==> config.mk <==
export PLATFORM = sky130hd
export DESIGN_NAME = qsce_ctrl
export DESIGN_NICKNAME = d
export VERILOG_FILES = /design/src/rtl/qsce_pkg.sv /design/src/rtl/qsce_ctrl.sv
export SDC_FILE = /design/constraint.sdc
export NUM_CORES = 1
export LEC_CHECK = 0
export ABC_AREA = 0
export ABC_CLOCK_PERIOD_IN_PS = 4300
export BUFFER_PORTS_ARGS = -buffer_cell sky130_fd_sc_hd__clkbuf_2
export CAP_MARGIN = 30
export CORE_ASPECT_RATIO = 1.4
export CORE_MARGIN = 4
export CORE_UTILIZATION = 40
export CTS_CLUSTER_DIAMETER = 100
export DETAILED_ROUTE_END_ITERATION = 16
export PLACE_DENSITY = 0.63
export SLEW_MARGIN = 0
export SYNTH_ARGS = -nofsm -noshare
export SYNTH_HDL_FRONTEND = slang
export SYNTH_SLANG_ARGS = --single-unit
==> constraint.sdc <==
create_clock -name i_clk -period 4.3 [get_ports i_clk]
set_input_delay 0.645 -clock i_clk [delete_from_list [all_inputs] [get_ports i_clk]]
set_output_delay 0.645 -clock i_clk [all_outputs]
set_load 0.01 [all_outputs]
==> src/rtl/qsce_pkg.sv <==
// Shared types, constants and the swap/place micro-program of the queen swap conflict engine.
`default_nettype none
package qsce_pkg;

    localparam int MAX_QUEENS_DEF = 1024;

    localparam int BOARD_W = 11;
    localparam int INDEX_W = 10;
    localparam int COORD_W = 10;
    localparam int COUNT_W = 11;
    localparam int SUM_W   = 12;
    localparam int TOT_W   = 13;
    localparam int FREE_W  = 13;
    localparam int CONF_W  = 11;
    localparam int STEP_W  = 5;

    localparam logic [BOARD_W-1:0] BOARD_RESET = 11'd8;
    localparam logic [FREE_W-1:0]  FREE_RESET  = 13'd30;
    localparam logic [CONF_W-1:0]  CONF_SAT    = 11'd2046;

    localparam logic [1:0] FN_CLEAR = 2'd0;
    localparam logic [1:0] FN_PLACE = 2'd1;
    localparam logic [1:0] FN_SWAP  = 2'd2;
    localparam logic [1:0] FN_NOP   = 2'd3;

    localparam logic [STEP_W-1:0] PLACE_LAST = 5'd3;
    localparam logic [STEP_W-1:0] SWAP_DEC   = 5'd15;
    localparam logic [STEP_W-1:0] SWAP_LAST  = 5'd25;

    typedef struct packed {
        logic [1:0]         func;
        logic [INDEX_W-1:0] index_a;
        logic [INDEX_W-1:0] index_b;
        logic [COORD_W-1:0] col;
        logic [COORD_W-1:0] row;
    } t_in_beat;

    typedef struct packed {
        logic              accepted;
        logic [CONF_W-1:0] conflicts_a;
        logic              solved;
        logic              error;
    } t_out_beat;

    // read first diagonal, read second and finish, decrement, increment
    typedef enum logic [1:0] {K_RDF, K_RDL, K_DN, K_UP} t_kind;
    // A, B original; AS, BS with rows exchanged
    typedef enum logic [1:0] {P_A, P_B, P_AS, P_BS} t_pt;

    typedef struct packed {
        t_kind kind;
        t_pt   pt;
        logic  rise;
        logic  cap_a;
        logic  tot_clr;
    } t_uop;

    typedef struct packed {
        logic load_in;
        logic q_rd;
        logic q_sel_b;
        logic q_cap_a;
        logic q_cap_b;
        logic place_wr;
        logic row_wr_a;
        logic row_wr_b;
        logic sweep;
        logic free_load;
        logic uop_rd;
        logic uop_ex;
        t_uop uop;
        logic set_acc;
        logic out_load;
    } t_cmd;

    typedef struct packed {
        logic [1:0] func;
        logic       sweep_last;
        logic       revert;
        logic       out_free;
    } t_stat;

    function automatic t_uop uop_get(input logic swap, input logic [STEP_W-1:0] step);
        t_uop u;
        u.rise    = step[0];
        u.cap_a   = 1'b0;
        u.tot_clr = 1'b0;
        u.kind    = K_RDF;
        u.pt      = P_A;
        if (!swap) begin
            u.kind  = (step[1] == 1'b0) ? K_UP : (step[0] ? K_RDL : K_RDF);
            u.cap_a = (step == PLACE_LAST);
        end else begin
            u.cap_a   = (step == 5'd1) || (step == 5'd13) || (step == 5'd25);
            u.tot_clr = (step == 5'd0) || (step == 5'd12) || (step == 5'd24);
            case (step[4:1])
                4'd0: begin u.kind = step[0] ? K_RDL : K_RDF; u.pt = P_A;  end
                4'd1: begin u.kind = step[0] ? K_RDL : K_RDF; u.pt = P_B;  end
                4'd2: begin u.kind = K_DN; u.pt = P_A;  end
                4'd3: begin u.kind = K_DN; u.pt = P_B;  end
                4'd4: begin u.kind = K_UP; u.pt = P_AS; end
                4'd5: begin u.kind = K_UP; u.pt = P_BS; end
                4'd6: begin u.kind = step[0] ? K_RDL : K_RDF; u.pt = P_AS; end
                4'd7: begin u.kind = step[0] ? K_RDL : K_RDF; u.pt = P_BS; end
                4'd8: begin u.kind = K_DN; u.pt = P_AS; end
                4'd9: begin u.kind = K_DN; u.pt = P_BS; end
                4'd10: begin u.kind = K_UP; u.pt = P_A;  end
                4'd11: begin u.kind = K_UP; u.pt = P_B;  end
                4'd12: begin u.kind = step[0] ? K_RDL : K_RDF; u.pt = P_A; end
                default: begin u.kind = K_RDF; u.pt = P_A; end
            endcase
        end
        return u;
    endfunction

endpackage
`default_nettype wire

==> src/rtl/qsce_ctrl.sv <==
// Controller: sequences clear sweeps, queen reads and the diagonal micro-program.
`default_nettype none
module qsce_ctrl import qsce_pkg::*; (
    input  wire    i_clk,
    input  wire    i_rst_n,
    input  wire    i_in_valid,
    output logic   o_in_ready,
    input  wire t_stat i_stat,
    output t_cmd   o_cmd
);

    typedef enum logic [3:0] {
        S_INIT, S_IDLE, S_SWEEP, S_PLACE, S_QA, S_QB, S_QL,
        S_RUN, S_DEC, S_WA, S_WB, S_DONE
    } t_state;

    t_state            r_state, n_state;
    logic [STEP_W-1:0] r_step, n_step;
    logic              r_phase, n_phase;
    logic              r_swap, n_swap;

    assign o_in_ready = (r_state == S_IDLE);

    always_comb begin
        n_state = r_state;
        n_step  = r_step;
        n_phase = r_phase;
        n_swap  = r_swap;
        o_cmd     = '0;
        o_cmd.uop = uop_get(r_swap, r_step);
        case (r_state)
            S_INIT: begin
                o_cmd.sweep = 1'b1;
                if (i_stat.sweep_last) begin
                    o_cmd.free_load = 1'b1;
                    n_state = S_IDLE;
                end
            end
            S_IDLE: begin
                if (i_in_valid) begin
                    o_cmd.load_in = 1'b1;
                    case (i_stat.func)
                        FN_CLEAR: n_state = S_SWEEP;
                        FN_PLACE: n_state = S_PLACE;
                        FN_SWAP:  n_state = S_QA;
                        default:  n_state = S_DONE;
                    endcase
                end
            end
            S_SWEEP: begin
                o_cmd.sweep = 1'b1;
                if (i_stat.sweep_last) begin
                    o_cmd.free_load = 1'b1;
                    n_state = S_DONE;
                end
            end
            S_PLACE: begin
                o_cmd.place_wr = 1'b1;
                n_step  = '0;
                n_phase = 1'b0;
                n_swap  = 1'b0;
                n_state = S_RUN;
            end
            S_QA: begin
                o_cmd.q_rd = 1'b1;
                n_state = S_QB;
            end
            S_QB: begin
                o_cmd.q_rd    = 1'b1;
                o_cmd.q_sel_b = 1'b1;
                o_cmd.q_cap_a = 1'b1;
                n_state = S_QL;
            end
            S_QL: begin
                o_cmd.q_cap_b = 1'b1;
                n_step  = '0;
                n_phase = 1'b0;
                n_swap  = 1'b1;
                n_state = S_RUN;
            end
            S_RUN: begin
                if (!r_phase) begin
                    o_cmd.uop_rd = 1'b1;
                    n_phase = 1'b1;
                end else begin
                    o_cmd.uop_ex = 1'b1;
                    n_phase = 1'b0;
                    n_step  = r_step + 1'b1;
                    if (r_swap && r_step == SWAP_DEC) begin
                        n_state = S_DEC;
                    end else if (r_swap && r_step == SWAP_LAST) begin
                        n_state = S_DONE;
                    end else if (!r_swap && r_step == PLACE_LAST) begin
                        n_state = S_DONE;
                    end
                end
            end
            S_DEC: begin
                if (i_stat.revert) begin
                    n_state = S_RUN;
                end else begin
                    o_cmd.set_acc = 1'b1;
                    n_state = S_WA;
                end
            end
            S_WA: begin
                o_cmd.row_wr_a = 1'b1;
                n_state = S_WB;
            end
            S_WB: begin
                o_cmd.row_wr_b = 1'b1;
                n_state = S_DONE;
            end
            S_DONE: begin
                if (i_stat.out_free) begin
                    o_cmd.out_load = 1'b1;
                    n_state = S_IDLE;
                end
            end
            default: begin
                n_state = S_IDLE;
            end
        endcase
    end

    always_ff @(posedge i_clk) begin
        if (!i_rst_n) begin
            r_state <= S_INIT;
            r_step  <= '0;
            r_phase <= 1'b0;
            r_swap  <= 1'b0;
        end else begin
            r_state <= n_state;
            r_step  <= n_step;
            r_phase <= n_phase;
            r_swap  <= n_swap;
        end
    end

endmodule
`default_nettype wire

Word-level counts from Yosys, hierarchy flattened
Index checks and enable logic that the tools add are counted.
{"block": "totals", "word_cells": 102, "inputBits": 8, "output_inout_bits": 22, "ff_bits": 11}
{"block": "op_classes", "add_sub_neg": 1, "mux": 39, "eq_ne": 38, "reduce_logical": 20}
{"operator": "$pmux W4 S12", "n": 1}
{"operator": "$pmux W4 S11", "n": 1}
{"operator": "$eq A4 B4 Y1 const B", "n": 9}
{"operator": "$mux W4", "n": 9}
{"operator": "$eq A4 B3 Y1 const B", "n": 8}
{"operator": "$mux W1", "n": 17}
{"operator": "$eq A4 B2 Y1 const B", "n": 4}
{"operator": "$eq A5 B4 Y1 const B", "n": 3}
{"operator": "$mux W2", "n": 6}
{"operator": "$pmux W4 S3", "n": 1}
{"operator": "$eq A5 B5 Y1 const B", "n": 2}
{"operator": "$ne A2 B2 Y1 const B", "n": 5}
{"operator": "$pmux W5 S2", "n": 1}
{"operator": "$eq A4 B1 Y1 const B", "n": 2}
{"operator": "$logic_not A4 Y1", "n": 2}
{"operator": "$reduce_or A2 Y1", "n": 4}
{"operator": "$reduce_and A6 Y1", "n": 1}
{"operator": "$add A5 B1 Y5 const B", "n": 1}
{"operator": "$eq A5 B1 Y1 const B", "n": 1}
{"operator": "$eq A5 B2 Y1 const B", "n": 1}
{"operator": "$logic_not A5 Y1", "n": 1}
{"operator": "$mux W5", "n": 1}
{"operator": "$logic_or A1 B1 Y1", "n": 4}
{"operator": "$ne A4 B4 Y1 const B", "n": 1}
{"operator": "8 further kinds", "n": 12}

Longest topological paths before layout
Gate-level depths: netlist (run 1).
{"block": "logic_depth", "word_depth": 7, "depth_mapped": 6, "mapped_depth_nobuf": 6}

Worst setup path before layout (run 1)
OpenSTA, ideal clock, no wires.
{"block": "synth_path", "path_kind": "register -> output", "start": "reg r_state[2]", "end": "out o_cmd[18] in the netlist's numbering", "arrival_ns": 1.317, "slack_ns": 2.338, "path_stages_with_launch": 6, "required_time_ns": 3.655, "path_buffers": 3, "path_cell_list": "dfxtp_1 -> buf_6 -> clkbuf_1 -> nand2b_1 -> nor2_1 -> buf_4"}
{"element": "from (decl)", "line_no": "qsce_ctrl.sv:17", "text": "t_state r_state, n_state;"}
{"element": "from (signal assigned)", "line_no": "qsce_ctrl.sv:133", "text": "r_state <= n_state;"}
{"element": "to (decl)", "line_no": "qsce_ctrl.sv:9", "text": "output t_cmd o_cmd"}

==> metrics.txt, run 1 <==
# TYPE chip_impl_metric gauge
chip_impl_metric{name="hold_path_depth",unit=""} 2
chip_impl_metric{name="hold_viol",unit=""} 0
chip_impl_metric{name="route.antenna.remaining_nets",unit=""} 0
chip_impl_metric{name="antenna_found_initial",unit=""} 0
chip_impl_metric{name="clk_pin_slew_worst_paths",unit="ps"} 70
chip_impl_info{name="layout_common_cells",value="sky130_fd_sc_hd__clkbuf_2 (29), sky130_fd_sc_hd__nor2_1 (16), sky130_fd_sc_hd__dfxtp_1 (11)"} 1
chip_impl_metric{name="deepest_level_of_the_cts_h_tree",unit=""} 1
chip_impl_info{name="critPathLaunchType",value="flop"} 1
chip_impl_metric{name="first_pass_iters",unit=""} 4
chip_impl_metric{name="timing.slew.headroom",unit=""} 0.459
chip_impl_info{name="setup_repair_after_global_routing_missed_its_margin",value="no"} 1
chip_impl_metric{name="post-dp-hpwl",unit="um"} 1860
chip_impl_metric{name="period_needed",unit="ps"} 2360
chip_impl_metric{name="die_extent_in_y",unit="um"} 70.1
chip_impl_metric{name="achievable-frequency",unit="MHz"} 425
chip_impl_info{name="worstReg2RegEnd",value="r_state[3]"} 1
chip_impl_info{name="synth_top_flop_cell",value="sky130_fd_sc_hd__dfxtp_1"} 1
chip_impl_metric{name="clk_latency",unit="ps"} 270
chip_impl_metric{name="cts.path.max_buffers",unit=""} 2
chip_impl_metric{name="antenna_cells_inserted",unit=""} 0
chip_impl_metric{name="start_util",unit=""} 0.417
chip_impl_metric{name="boundaryPins",unit=""} 30
chip_impl_info{name="worst_hold_path.endpoint",value="r_step[3]"} 1
chip_impl_metric{name="maximum_number_of_pins_on_one_net_before_global_route_repair",unit=""} 25
chip_impl_metric{name="synthDistinctLibCells",unit=""} 46
chip_impl_metric{name="drt-vias-per-instance",unit=""} 5.40
chip_impl_info{name="clockRootBuffer",value="sky130_fd_sc_hd__clkbuf_4"} 1
chip_impl_info{name="result_of_the_run",value="complete, no violations"} 1
chip_impl_metric{name="critical_path_required",unit="ps"} 3650
chip_impl_metric{name="synthesis.area_per_instance",unit="sq um"} 7.39
chip_impl_metric{name="ys_seq_area_frac",unit=""} 0.200
chip_impl_metric{name="timing.reg2reg.worst_path_depth",unit=""} 4
chip_impl_info{name="critical_path.endpoint_type",value="output port"} 1
chip_impl_info{name="cts_tree",value="done"} 1
chip_impl_metric{name="cts_sinks",unit=""} 11
chip_impl_metric{name="hold_slack",unit="ps"} 616
chip_impl_metric{name="drive_gt1_frac",unit=""} 0.218
chip_impl_info{name="hold_path_class",value="flop to flop"} 1
chip_impl_metric{name="post_layout_nonfiller_instances",unit=""} 201
chip_impl_info{name="hold_wc_startpoint",value="r_step[3]"} 1
chip_impl_metric{name="dp_cells",unit=""} 197
chip_impl_metric{name="syn2layout_area_growth",unit="%"} 10.0
chip_impl_metric{name="synthArstFlopShare",unit=""} 0
chip_impl_info{name="worst_r2r_startpoint",value="r_state[2]"} 1
chip_impl_metric{name="tns",unit="ps"} 0
chip_impl_metric{name="final_net_count",unit=""} 179
chip_impl_metric{name="drt_wirelength",unit="um"} 2460
chip_impl_metric{name="drc",unit=""} 0
chip_impl_metric{name="setup_slack",unit="ps"} 1940
chip_impl_metric{name="final-max-slew-violation-count",unit=""} 0
chip_impl_metric{name="drt_iter0_drc",unit=""} 17
chip_impl_metric{name="grt_util_all_layers",unit=""} 0.141
chip_impl_info{name="critPathKind",value="flop to output port"} 1
chip_impl_metric{name="worst_slew_pin_slew",unit="ps"} 810
chip_impl_metric{name="cap_viol_max_count",unit=""} 0
chip_impl_metric{name="die-area",unit="sq mm"} 0.00367
chip_impl_metric{name="irDropWorstVdd",unit="mV"} 0.317
chip_impl_metric{name="gpl_wtd_cong",unit=""} 0.859
chip_impl_metric{name="clock_skew",unit="ps"} 3.64
chip_impl_metric{name="worst_slack_placed",unit="ps"} 2230
chip_impl_metric{name="setup.reg_to_reg.worst_slack",unit="ps"} 2290
chip_impl_metric{name="min_period_over_period",unit=""} 0.548
chip_impl_metric{name="first_global_vias",unit=""} 1016
chip_impl_metric{name="io_buffers",unit=""} 29
chip_impl_metric{name="power.density_cell_area",unit="mW/mm^2"} 394
chip_impl_metric{name="grt_remaining_overflow",unit=""} 0
chip_impl_metric{name="setup_viol",unit=""} 0
chip_impl_metric{name="vias",unit=""} 1086
chip_impl_metric{name="netlist_instances",unit=""} 149
chip_impl_info{name="final_common_cell",value="sky130_fd_sc_hd__clkbuf_2"} 1
chip_impl_metric{name="synthesis.area",unit="sq mm"} 0.00110
chip_impl_metric{name="global_route_wire_length_before_repair",unit="um"} 4150
chip_impl_metric{name="yosysWarningCount",unit=""} 0
chip_impl_metric{name="row_count",unit=""} 22
chip_impl_metric{name="post_cts_buffers",unit=""} 0
chip_impl_metric{name="average_wire_per_standard_cell",unit="um"} 12.2
chip_impl_metric{name="critical_path.max_fanout",unit=""} 19
chip_impl_metric{name="cts_inserted_buffers",unit=""} 3
chip_impl_metric{name="die_x",unit="um"} 52.3
chip_impl_metric{name="synth-edff-count",unit=""} 0
chip_impl_metric{name="post_cts_resized",unit=""} 0
chip_impl_metric{name="fp.coreArea",unit="sq mm"} 0.00264
chip_impl_metric{name="static-leakage-power",unit="nW"} 0.525
chip_impl_metric{name="postSynthRegisterBits",unit=""} 11
chip_impl_metric{name="mappedNetlistNets",unit=""} 162
chip_impl_metric{name="cts_hold_buf",unit=""} 0
chip_impl_metric{name="cp_data_arrival_time",unit="ps"} 1710
chip_impl_metric{name="power",unit="uW"} 477
==> how the worst max path moves through the flow <==
stage / slack (ps) / from / to / cells after the start
after floorplan: 2340 / r_state[2] / o_cmd[18] / 5
after global placement: 2270 / r_state[0] / o_cmd[20] / 4
after detailed placement: 2230 / r_state[2] / o_cmd[0] / 4
after CTS: 1930 / r_state[2] / o_cmd[0] / 4
after global routing: 1810 / r_state[0] / o_cmd[20] / 4
final: 1940 / r_state[0] / o_cmd[20] / 4
==> cell families (layout without fill, tap and decap cells) <==
logic type | count (synthesis) | after routing | share of synthesized area
fa+ha+maj | 5 | 5 | 0.0568
simple gates | 66 | 66 | 0.342
mux | 2 | 2 | 0.0182
compound gates | 39 | 39 | 0.242
flops | 11 | 11 | 0.200
buf+inv | 23 | 39 | 0.117
xor+xnor | 3 | 3 | 0.0239
==> routing by layer <==
metal	global-route usage	vias up	wire length (um)
met5	0	-	0
met4	0.0852	0	46
met3	0.00640	4	98
met2	0.249	29	1230
met1	0.159	501	1080
li1	-	552	-
==> where the power goes <==
part | total [mW] | leakage, nW | switching, mW | internal, mW
Combinational | 0.215 | 0.421 | 0.107 | 0.108
Sequential | 0.192 | 0.0894 | 0.0754 | 0.117
Clock | 0.0700 | 0.0150 | 0.0341 | 0.0359
==> worst max-delay path, stage by stage (launching register included) <==
cell and delay (ps):
sky130_fd_sc_hd__dfxtp_1 760, sky130_fd_sc_hd__nand2_1 190, sky130_fd_sc_hd__nor3_1 210, sky130_fd_sc_hd__and2_1 160
sky130_fd_sc_hd__clkbuf_2 120
==> cells in the mapped netlist (all sizes together), types with 2 or more instances <==
| cell | n | area, sq um |
|---|---|---|
| a21oi | 10 | 50.1 |
| a31oi | 2 | 12.5 |
| and2 | 5 | 31.3 |
| buf | 13 | 91.3 |
| clkbuf | 4 | 15.0 |
| dfxtp | 11 | 220 |
| ha | 5 | 62.6 |
| inv | 6 | 22.5 |
| mux2i | 2 | 20.0 |
| nand2 | 9 | 33.8 |
| nand2b | 6 | 37.5 |
| nand3b | 3 | 22.5 |
| nand4b | 2 | 32.5 |
| nor2 | 16 | 60.1 |
| nor2b | 6 | 37.5 |
| nor3 | 9 | 50.1 |
| nor3b | 3 | 22.5 |
| o21a | 2 | 15.0 |
| o21ai | 10 | 50.1 |
| o21bai | 2 | 15.0 |
| xor2 | 2 | 17.5 |
==> sequential cells by signal (all words and copies together) (netlist names) <==
| name | flops |
|---|---|
| r_swap | 1 |
| r_phase | 1 |
| r_step | 5 |
| r_state | 4 |
==> through the flow <==
stage               instance area, sq um   util
floorplan                           1100      -
global placement                    1180  0.448
detailed placement                  1180  0.448
CTS                                 1210  0.458
global route                        1210  0.458
finish                              1210  0.458
==> final cells by class <==
class,instances,area (sq um)
Fill cell,302,1430
Multi-Input combinational cell,115,752
Sequential cell,11,220
Timing Repair Buffer,29,145
Tap cell,36,45.0
Clock buffer,4,26.3
Inverter,6,22.5
(Power assumes the default switching activity.)
==> run 2, diff against run 1 <==
--- a/config.mk
+++ b/config.mk
@@ -6,7 +6,7 @@
 export NUM_CORES = 1
 export LEC_CHECK = 0
 export ABC_AREA = 0
-export ABC_CLOCK_PERIOD_IN_PS = 4300
+export ABC_CLOCK_PERIOD_IN_PS = 2000
 export BUFFER_PORTS_ARGS = -buffer_cell sky130_fd_sc_hd__clkbuf_2
 export CAP_MARGIN = 30
 export CORE_ASPECT_RATIO = 1.4
@@ -14,7 +14,7 @@
 export CORE_UTILIZATION = 40
 export CTS_CLUSTER_DIAMETER = 100
 export DETAILED_ROUTE_END_ITERATION = 16
-export PLACE_DENSITY = 0.63
+export PLACE_DENSITY = 0.65
 export SLEW_MARGIN = 0
 export SYNTH_ARGS = -nofsm -noshare
 export SYNTH_HDL_FRONTEND = slang
==> constraint.sdc (replaced) <==
create_clock -name i_clk -period 2 [get_ports i_clk]
set_input_delay 0.3 -clock i_clk [delete_from_list [all_inputs] [get_ports i_clk]]
set_output_delay 0.3 -clock i_clk [all_outputs]
set_load 0.01 [all_outputs]
==> metrics.txt, run 2 (synthesis gave the netlist of run 1 again) <==
# TYPE chip_impl_metric gauge
chip_impl_metric{name="maximum_number_of_pins_on_one_net_before_global_route_repair",unit=""} 14
chip_impl_metric{name="post-dp-hpwl",unit="um"} 2080
chip_impl_metric{name="postLayoutCellArea",unit="sq mm"} 0.00128
chip_impl_metric{name="final-max-slew-violation-count",unit=""} 0
chip_impl_metric{name="die_extent_in_y",unit="um"} 70.1
chip_impl_info{name="critPathKind",value="flop to output port"} 1
chip_impl_metric{name="period_needed",unit="ps"} 1860
chip_impl_metric{name="utilization",unit=""} 0.483
chip_impl_metric{name="tns",unit="ps"} 0
chip_impl_metric{name="clk_latency",unit="ps"} 270
chip_impl_info{name="worst_r2r_startpoint",value="r_step[0]"} 1
chip_impl_metric{name="average_wire_per_standard_cell",unit="um"} 12.9
chip_impl_metric{name="postPlaceCellArea",unit="sq mm"} 0.00124
chip_impl_metric{name="drt_wirelength",unit="um"} 2690
chip_impl_metric{name="drive_gt1_frac",unit=""} 0.285
chip_impl_info{name="critical_path.slowest_cell",value="sky130_fd_sc_hd__dfxtp_2"} 1
chip_impl_metric{name="clock_skew",unit="ps"} 8.46
chip_impl_info{name="result_of_the_run",value="complete, no violations"} 1
chip_impl_metric{name="io_buffers",unit=""} 29
chip_impl_info{name="worstPathCellList",value="nor2b_2 -> o22ai_1 -> a221oi_2 -> mux2i_1 -> clkbuf_2"} 1
chip_impl_info{name="worstReg2RegEnd",value="r_state[3]"} 1
chip_impl_metric{name="first_global_vias",unit=""} 1064
chip_impl_info{name="critical_path.endpoint_type",value="output port"} 1
chip_impl_metric{name="global_route_wire_length_before_repair",unit="um"} 4640
chip_impl_metric{name="timing.slew.headroom",unit=""} 0.733
chip_impl_info{name="regMostFlops",value="r_step"} 1
chip_impl_info{name="layout_common_cells",value="sky130_fd_sc_hd__clkbuf_2 (29), sky130_fd_sc_hd__nor2_1 (16), sky130_fd_sc_hd__a21oi_1 (10), sky130_fd_sc_hd__o21ai_0 (10), sky130_fd_sc_hd__nand2_1 (9)"} 1
chip_impl_metric{name="critical_path.max_fanout",unit=""} 9
chip_impl_metric{name="grt_util_all_layers",unit=""} 0.161
chip_impl_metric{name="vias",unit=""} 1114
chip_impl_metric{name="die-area",unit="sq mm"} 0.00367
chip_impl_info{name="setup_repair_after_global_routing_missed_its_margin",value="no"} 1
chip_impl_metric{name="cp_num_buf_inv",unit=""} 1
chip_impl_metric{name="hold_viol",unit=""} 0
chip_impl_metric{name="cap_viol_max_count",unit=""} 0
chip_impl_metric{name="achievable-frequency",unit="MHz"} 537
chip_impl_metric{name="hold_path_depth",unit=""} 3
chip_impl_metric{name="row_count",unit=""} 22
chip_impl_metric{name="setup.reg_to_reg.worst_slack",unit="ps"} 210
chip_impl_metric{name="fp.coreArea",unit="sq mm"} 0.00264
chip_impl_metric{name="critical_path_required",unit="ps"} 1700
chip_impl_info{name="critPathLaunchType",value="flop"} 1
chip_impl_metric{name="cts_inserted_buffers",unit=""} 3
chip_impl_info{name="final_common_cell",value="sky130_fd_sc_hd__clkbuf_2"} 1
chip_impl_metric{name="first_pass_iters",unit=""} 3
chip_impl_metric{name="start_util",unit=""} 0.417
chip_impl_metric{name="worst_slew_pin_slew",unit="ps"} 399
chip_impl_metric{name="die_x",unit="um"} 52.3
chip_impl_metric{name="route.antenna.remaining_nets",unit=""} 0
chip_impl_info{name="worst_hold_path.endpoint",value="r_state[0]"} 1
chip_impl_info{name="clockRootBuffer",value="sky130_fd_sc_hd__clkbuf_4"} 1
chip_impl_info{name="layout_top_registers",value="r_step (5), r_state (4)"} 1
chip_impl_metric{name="boundaryPins",unit=""} 30
chip_impl_metric{name="deepest_level_of_the_cts_h_tree",unit=""} 1
chip_impl_metric{name="drt_iter0_drc",unit=""} 11
chip_impl_metric{name="drc",unit=""} 0
chip_impl_metric{name="antenna_cells_inserted",unit=""} 0
chip_impl_metric{name="antenna_found_initial",unit=""} 0
chip_impl_metric{name="cts_hold_buf",unit=""} 0
chip_impl_metric{name="cts.path.max_buffers",unit=""} 2
chip_impl_metric{name="cp_data_arrival_time",unit="ps"} 1560
chip_impl_metric{name="gpl_wtd_cong",unit=""} 0.876
chip_impl_info{name="critPathTopFamily",value="flip-flops"} 1
chip_impl_metric{name="largest_reg_flops",unit=""} 5
chip_impl_metric{name="setup_viol",unit=""} 0
chip_impl_metric{name="timing.reg2reg.worst_path_depth",unit=""} 6
chip_impl_info{name="cts_tree",value="done"} 1
chip_impl_metric{name="min_period_over_period",unit=""} 0.932
chip_impl_metric{name="drt-vias-per-instance",unit=""} 5.36
chip_impl_metric{name="irDropWorstVdd",unit="mV"} 0.481
chip_impl_metric{name="syn2layout_area_growth",unit="%"} 16.0
chip_impl_info{name="hold_wc_startpoint",value="i_stat[2]"} 1
chip_impl_metric{name="clk_pin_slew_worst_paths",unit="ps"} 70
chip_impl_info{name="hold_path_class",value="input port to flop"} 1
chip_impl_metric{name="grt_remaining_overflow",unit=""} 0
chip_impl_metric{name="final_net_count",unit=""} 186
chip_impl_metric{name="static-leakage-power",unit="nW"} 0.568
chip_impl_metric{name="cts_sinks",unit=""} 11
chip_impl_metric{name="power.density_cell_area",unit="mW/mm^2"} 843
chip_impl_metric{name="max_stage_delay",unit="ps"} 420
[run 2: cell types whose count changed in the layout (fill, tap and decap cells not counted), sizes merged]
| cell | change |
|---|---|
| buf | +7 |
[run 2: area by class of cell]
type,instances,area (sq um)
fill,283,1370
multi-input combinational,115,761
sequential,11,225
timing repair buffer,36,198
tap,36,45.0
clock buffer,4,26.3
inverter,6,22.5
[run 2: per-layer routing]
layer,up-vias,GRT usage,share of wire
li1,567,-,-
met1,504,0.184,0.42
met2,35,0.273,0.50
met3,8,0.0192,0.050
met4,0,0.0938,0.032
met5,-,0,0
[run 2: repair_timing]
action,CTS,global route
setup endpoints to repair,1,3
gates resized for setup,1,5
buffers inserted,0,0
[run 2: how the worst max path moves through the flow]
stage,from,end,slack (ps),cells past startpoint
6_report,r_step[2],o_cmd[7],140,5
3_5_place_dp,r_step[0],r_state[3],210,6
5_1_grt,r_step[2],o_cmd[7],10,5
3_3_place_gp,r_step[0],r_state[3],260,6
2_1_floorplan,r_step[1],r_state[3],250,6
4_1_cts,r_step[2],o_cmd[7],50,5
[run 2: metrics by stage]
| stage | hold WS [ps] | power (mW) | cells | worst slack [ps] |
|---|---|---|---|---|
| 2_1_floorplan | 454 | 0.787 | 149 | 251 |
| 3_3_place_gp | 595 | 0.925 | 204 | 258 |
| 3_5_place_dp | 615 | 0.929 | 204 | 211 |
| 4_1_cts | 334 | 1.08 | 208 | 45.2 |
| 5_1_grt | 356 | 1.17 | 208 | 11.5 |
| 6_report | 340 | 1.08 | 208 | 136 |
[run 2: worst register-to-register path, delay by kind of cell (launching register included)]
kind / cells / cell delay, ps
flops: 1 / 320
fa+ha+maj: 2 / 410
compound gates: 3 / 780
simple gates: 1 / 190
[run 2: power breakdown]
part,internal [mW],switching [mW]
Combinational,0.272,0.318
Clock,0.0771,0.0707
Sequential,0.255,0.0845
==> run 3, diff against run 2 <==
--- a/config.mk
+++ b/config.mk
@@ -14,7 +14,9 @@
 export CORE_UTILIZATION = 40
 export CTS_CLUSTER_DIAMETER = 100
 export DETAILED_ROUTE_END_ITERATION = 16
-export PLACE_DENSITY = 0.65
+export GPL_TIMING_DRIVEN = 0
+export PLACE_DENSITY = 0.75
+export SETUP_SLACK_MARGIN = 0.5
 export SLEW_MARGIN = 0
 export SYNTH_ARGS = -nofsm -noshare
 export SYNTH_HDL_FRONTEND = slang
==> metrics.txt, run 3 (synthesis gave the netlist of run 1 again) <==
# TYPE chip_impl_metric gauge
chip_impl_info{name="result_of_the_run",value="complete, no violations"} 1
chip_impl_metric{name="timing.reg2reg.worst_path_depth",unit=""} 7
chip_impl_metric{name="multi_input_gate_area_in_the_final_layout",unit="sq mm"} 0.00102
chip_impl_metric{name="drc",unit=""} 0
chip_impl_metric{name="drt_wirelength",unit="um"} 5200
chip_impl_metric{name="maximum_number_of_pins_on_one_net_before_global_route_repair",unit=""} 11
chip_impl_info{name="critPathTopFamily",value="buffers and inverters"} 1
chip_impl_metric{name="cp_num_buf_inv",unit=""} 4
chip_impl_metric{name="cts_inserted_buffers",unit=""} 3
chip_impl_metric{name="cts.path.max_buffers",unit=""} 2
chip_impl_metric{name="area.sequential",unit="sq um"} 239
chip_impl_metric{name="first_pass_iters",unit=""} 5
chip_impl_metric{name="static-leakage-power",unit="nW"} 0.983
chip_impl_metric{name="antenna_cells_inserted",unit=""} 0
chip_impl_metric{name="worst-path-stages",unit=""} 7
chip_impl_metric{name="max_stage_delay",unit="ps"} 340
chip_impl_info{name="worstPathCellList",value="buf_6 -> clkbuf_16 -> clkinv_8 -> nand2_8 -> nor3_4 -> and2_1 -> buf_2"} 1
chip_impl_metric{name="hold_path_depth",unit=""} 3
chip_impl_metric{name="global_route_wire_length_before_repair",unit="um"} 6530
chip_impl_metric{name="setup_viol",unit=""} 0
chip_impl_metric{name="largest_reg_flops",unit=""} 5
chip_impl_metric{name="irDropWorstVdd",unit="mV"} 0.791
chip_impl_metric{name="min_period_over_period",unit=""} 0.931
chip_impl_metric{name="syn2layout_area_growth",unit="%"} 98.2
chip_impl_metric{name="boundaryPins",unit=""} 30
chip_impl_metric{name="power.combinational.fraction",unit=""} 0.783
chip_impl_metric{name="die_extent_in_y",unit="um"} 70.1
chip_impl_metric{name="cts_sinks",unit=""} 11
chip_impl_metric{name="clock_skew",unit="ps"} 6.00
chip_impl_metric{name="grt_remaining_overflow",unit=""} 0
chip_impl_metric{name="power_switching_share",unit=""} 0.419
chip_impl_metric{name="start_util",unit=""} 0.417
chip_impl_metric{name="hold_viol",unit=""} 0
chip_impl_metric{name="final_net_count",unit=""} 241
chip_impl_metric{name="drt_iter0_drc",unit=""} 79
chip_impl_metric{name="internal_power",unit="mW"} 1.22
chip_impl_metric{name="achievable-frequency",unit="MHz"} 537
chip_impl_metric{name="antenna_found_initial",unit=""} 0
chip_impl_info{name="layout_common_cells",value="sky130_fd_sc_hd__buf_4 (35), sky130_fd_sc_hd__buf_6 (26), sky130_fd_sc_hd__buf_2 (12)"} 1
chip_impl_metric{name="cp_data_arrival_time",unit="ps"} 1560
chip_impl_info{name="regMostFlops",value="r_step"} 1
chip_impl_metric{name="route.antenna.remaining_nets",unit=""} 0
chip_impl_info{name="critPathKind",value="flop to output port"} 1
chip_impl_metric{name="power.density_cell_area",unit="mW/mm^2"} 963
chip_impl_metric{name="seq_power_share",unit=""} 0.131
chip_impl_metric{name="clk_latency",unit="ps"} 300
chip_impl_metric{name="fp.coreArea",unit="sq mm"} 0.00264
chip_impl_info{name="critical_path.slowest_cell",value="sky130_fd_sc_hd__dfxtp_2"} 1
chip_impl_metric{name="fraction_of_power_consumed_by_the_clock_network",unit=""} 0.086
chip_impl_metric{name="switching_power",unit="uW"} 881
chip_impl_info{name="clockRootBuffer",value="sky130_fd_sc_hd__clkbuf_4"} 1
chip_impl_metric{name="timing.slew.headroom",unit=""} 0.721
chip_impl_metric{name="post-dp-hpwl",unit="um"} 2140
chip_impl_metric{name="die-area",unit="sq mm"} 0.00367
chip_impl_metric{name="first_global_vias",unit=""} 1467
chip_impl_metric{name="grt_util_all_layers",unit=""} 0.234
chip_impl_metric{name="critical_path.max_fanout",unit=""} 7
chip_impl_metric{name="deepest_level_of_the_cts_h_tree",unit=""} 1
chip_impl_metric{name="critical_path_required",unit="ps"} 1700
chip_impl_metric{name="drt-vias-per-instance",unit=""} 5.71
chip_impl_metric{name="vias",unit=""} 1502
chip_impl_metric{name="die_x",unit="um"} 52.3
chip_impl_metric{name="fillerInstances",unit=""} 157
chip_impl_metric{name="utilization",unit=""} 0.826
chip_impl_metric{name="final-max-slew-violation-count",unit=""} 0
chip_impl_metric{name="worst_slack_placed",unit="ps"} 245
chip_impl_info{name="hold_path_class",value="input port to flop"} 1
chip_impl_info{name="critPathLaunchType",value="flop"} 1
chip_impl_metric{name="period_needed",unit="ps"} 1860
chip_impl_metric{name="drive_gt1_frac",unit=""} 0.648
chip_impl_info{name="final_common_cell",value="sky130_fd_sc_hd__buf_4"} 1
chip_impl_metric{name="clk_pin_slew_worst_paths",unit="ps"} 90
chip_impl_metric{name="gpl_wtd_cong",unit=""} 0.914
chip_impl_metric{name="worst_slew_pin_slew",unit="ps"} 419
chip_impl_metric{name="row_count",unit=""} 22
chip_impl_info{name="setup_repair_after_global_routing_missed_its_margin",value="yes"} 1
chip_impl_metric{name="cts_hold_buf",unit=""} 0
chip_impl_metric{name="postPlaceCellArea",unit="sq mm"} 0.00131
chip_impl_metric{name="postLayoutCellArea",unit="sq mm"} 0.00218
chip_impl_metric{name="tns",unit="ps"} 0
chip_impl_info{name="layout_top_registers",value="r_step (5), r_state (4)"} 1
chip_impl_metric{name="setup_slack",unit="ps"} 139
chip_impl_metric{name="average_wire_per_standard_cell",unit="um"} 19.8
chip_impl_metric{name="hold_slack",unit="ps"} 311
chip_impl_info{name="critical_path.endpoint_type",value="output port"} 1
chip_impl_info{name="cts_tree",value="done"} 1
chip_impl_metric{name="io_buffers",unit=""} 29
chip_impl_metric{name="cap_viol_max_count",unit=""} 0
==> run 3: changes by cell type in the layout (fill, tap and decap cells not counted), moves of 6 or more <==
cell	delta
sky130_fd_sc_hd__buf_4	+28
sky130_fd_sc_hd__buf_2	+12
sky130_fd_sc_hd__nor3_1	-6
sky130_fd_sc_hd__nor2_1	-7
sky130_fd_sc_hd__buf_6	+26
sky130_fd_sc_hd__clkbuf_2	-18
==> run 3: repair_timing <==
item / in CTS / in global routing
cloned: 3 / 1
pin swaps: 18 / 22
buffers inserted: 26 / 15
gates resized for setup: 72 / 61
endpoints found under the setup margin: 24 / 26
==> run 3: worst register-to-register path, delay by kind of cell, from the launching register on <==
kind	cells	cell delay [ps]
AOI/OAI and AO/OA	3	800
adders and majority gates	1	150
buffers and inverters	2	260
DFF	1	320
and+or+nand+nor	1	180
==> run 3: worst paths after layout <==
check                    end        from  slack [ps]
setup / recovery   o_cmd[20]  r_state[3]         140
hold reg to reg    r_step[3]   r_step[3]         710
setup reg to reg  r_state[3]   r_step[2]         190
hold / removal    r_state[0]   i_stat[2]         310
==> run 3: cell type report <==
| class | count | area share |
|---|---|---|
| Buffer | 17 | 0.0958 |
| Clock buffer | 4 | 0.0120 |
| Inverter | 6 | 0.0161 |
| Multi-Input combinational cell | 115 | 0.467 |
| Sequential cell | 11 | 0.110 |
| Tap cell | 36 | 0.0206 |
| Timing Repair Buffer | 74 | 0.279 |
==> run 3: per-stage QoR <==
| stage | power [mW] | std cells |
|---|---|---|
| 2_1_floorplan | 0.803 | 149 |
| 3_3_place_gp | 0.962 | 214 |
| 3_5_place_dp | 0.972 | 214 |
| 4_1_cts | 1.63 | 247 |
| 5_1_grt | 2.19 | 263 |
| 6_report | 2.10 | 263 |
==> run 3: power groups by stage <==
stage / Combinational, mW / Sequential (mW) / Clock [mW]
2_1_floorplan: 0.531 / 0.271 / 0
3_3_place_gp: 0.688 / 0.274 / 0
3_5_place_dp: 0.698 / 0.274 / 0
4_1_cts: 1.20 / 0.272 / 0.155
5_1_grt: 1.72 / 0.280 / 0.186
6_report: 1.65 / 0.276 / 0.180
==> run 3: layer usage <==
metal	wire length, um	up-vias	track usage	share of wire
li1	-	682	-	-
met3	315	18	0.0149	0.061
met4	227	0	0.131	0.044
met2	2990	94	0.463	0.57
met5	0	-	0	0
met1	1670	708	0.217	0.32
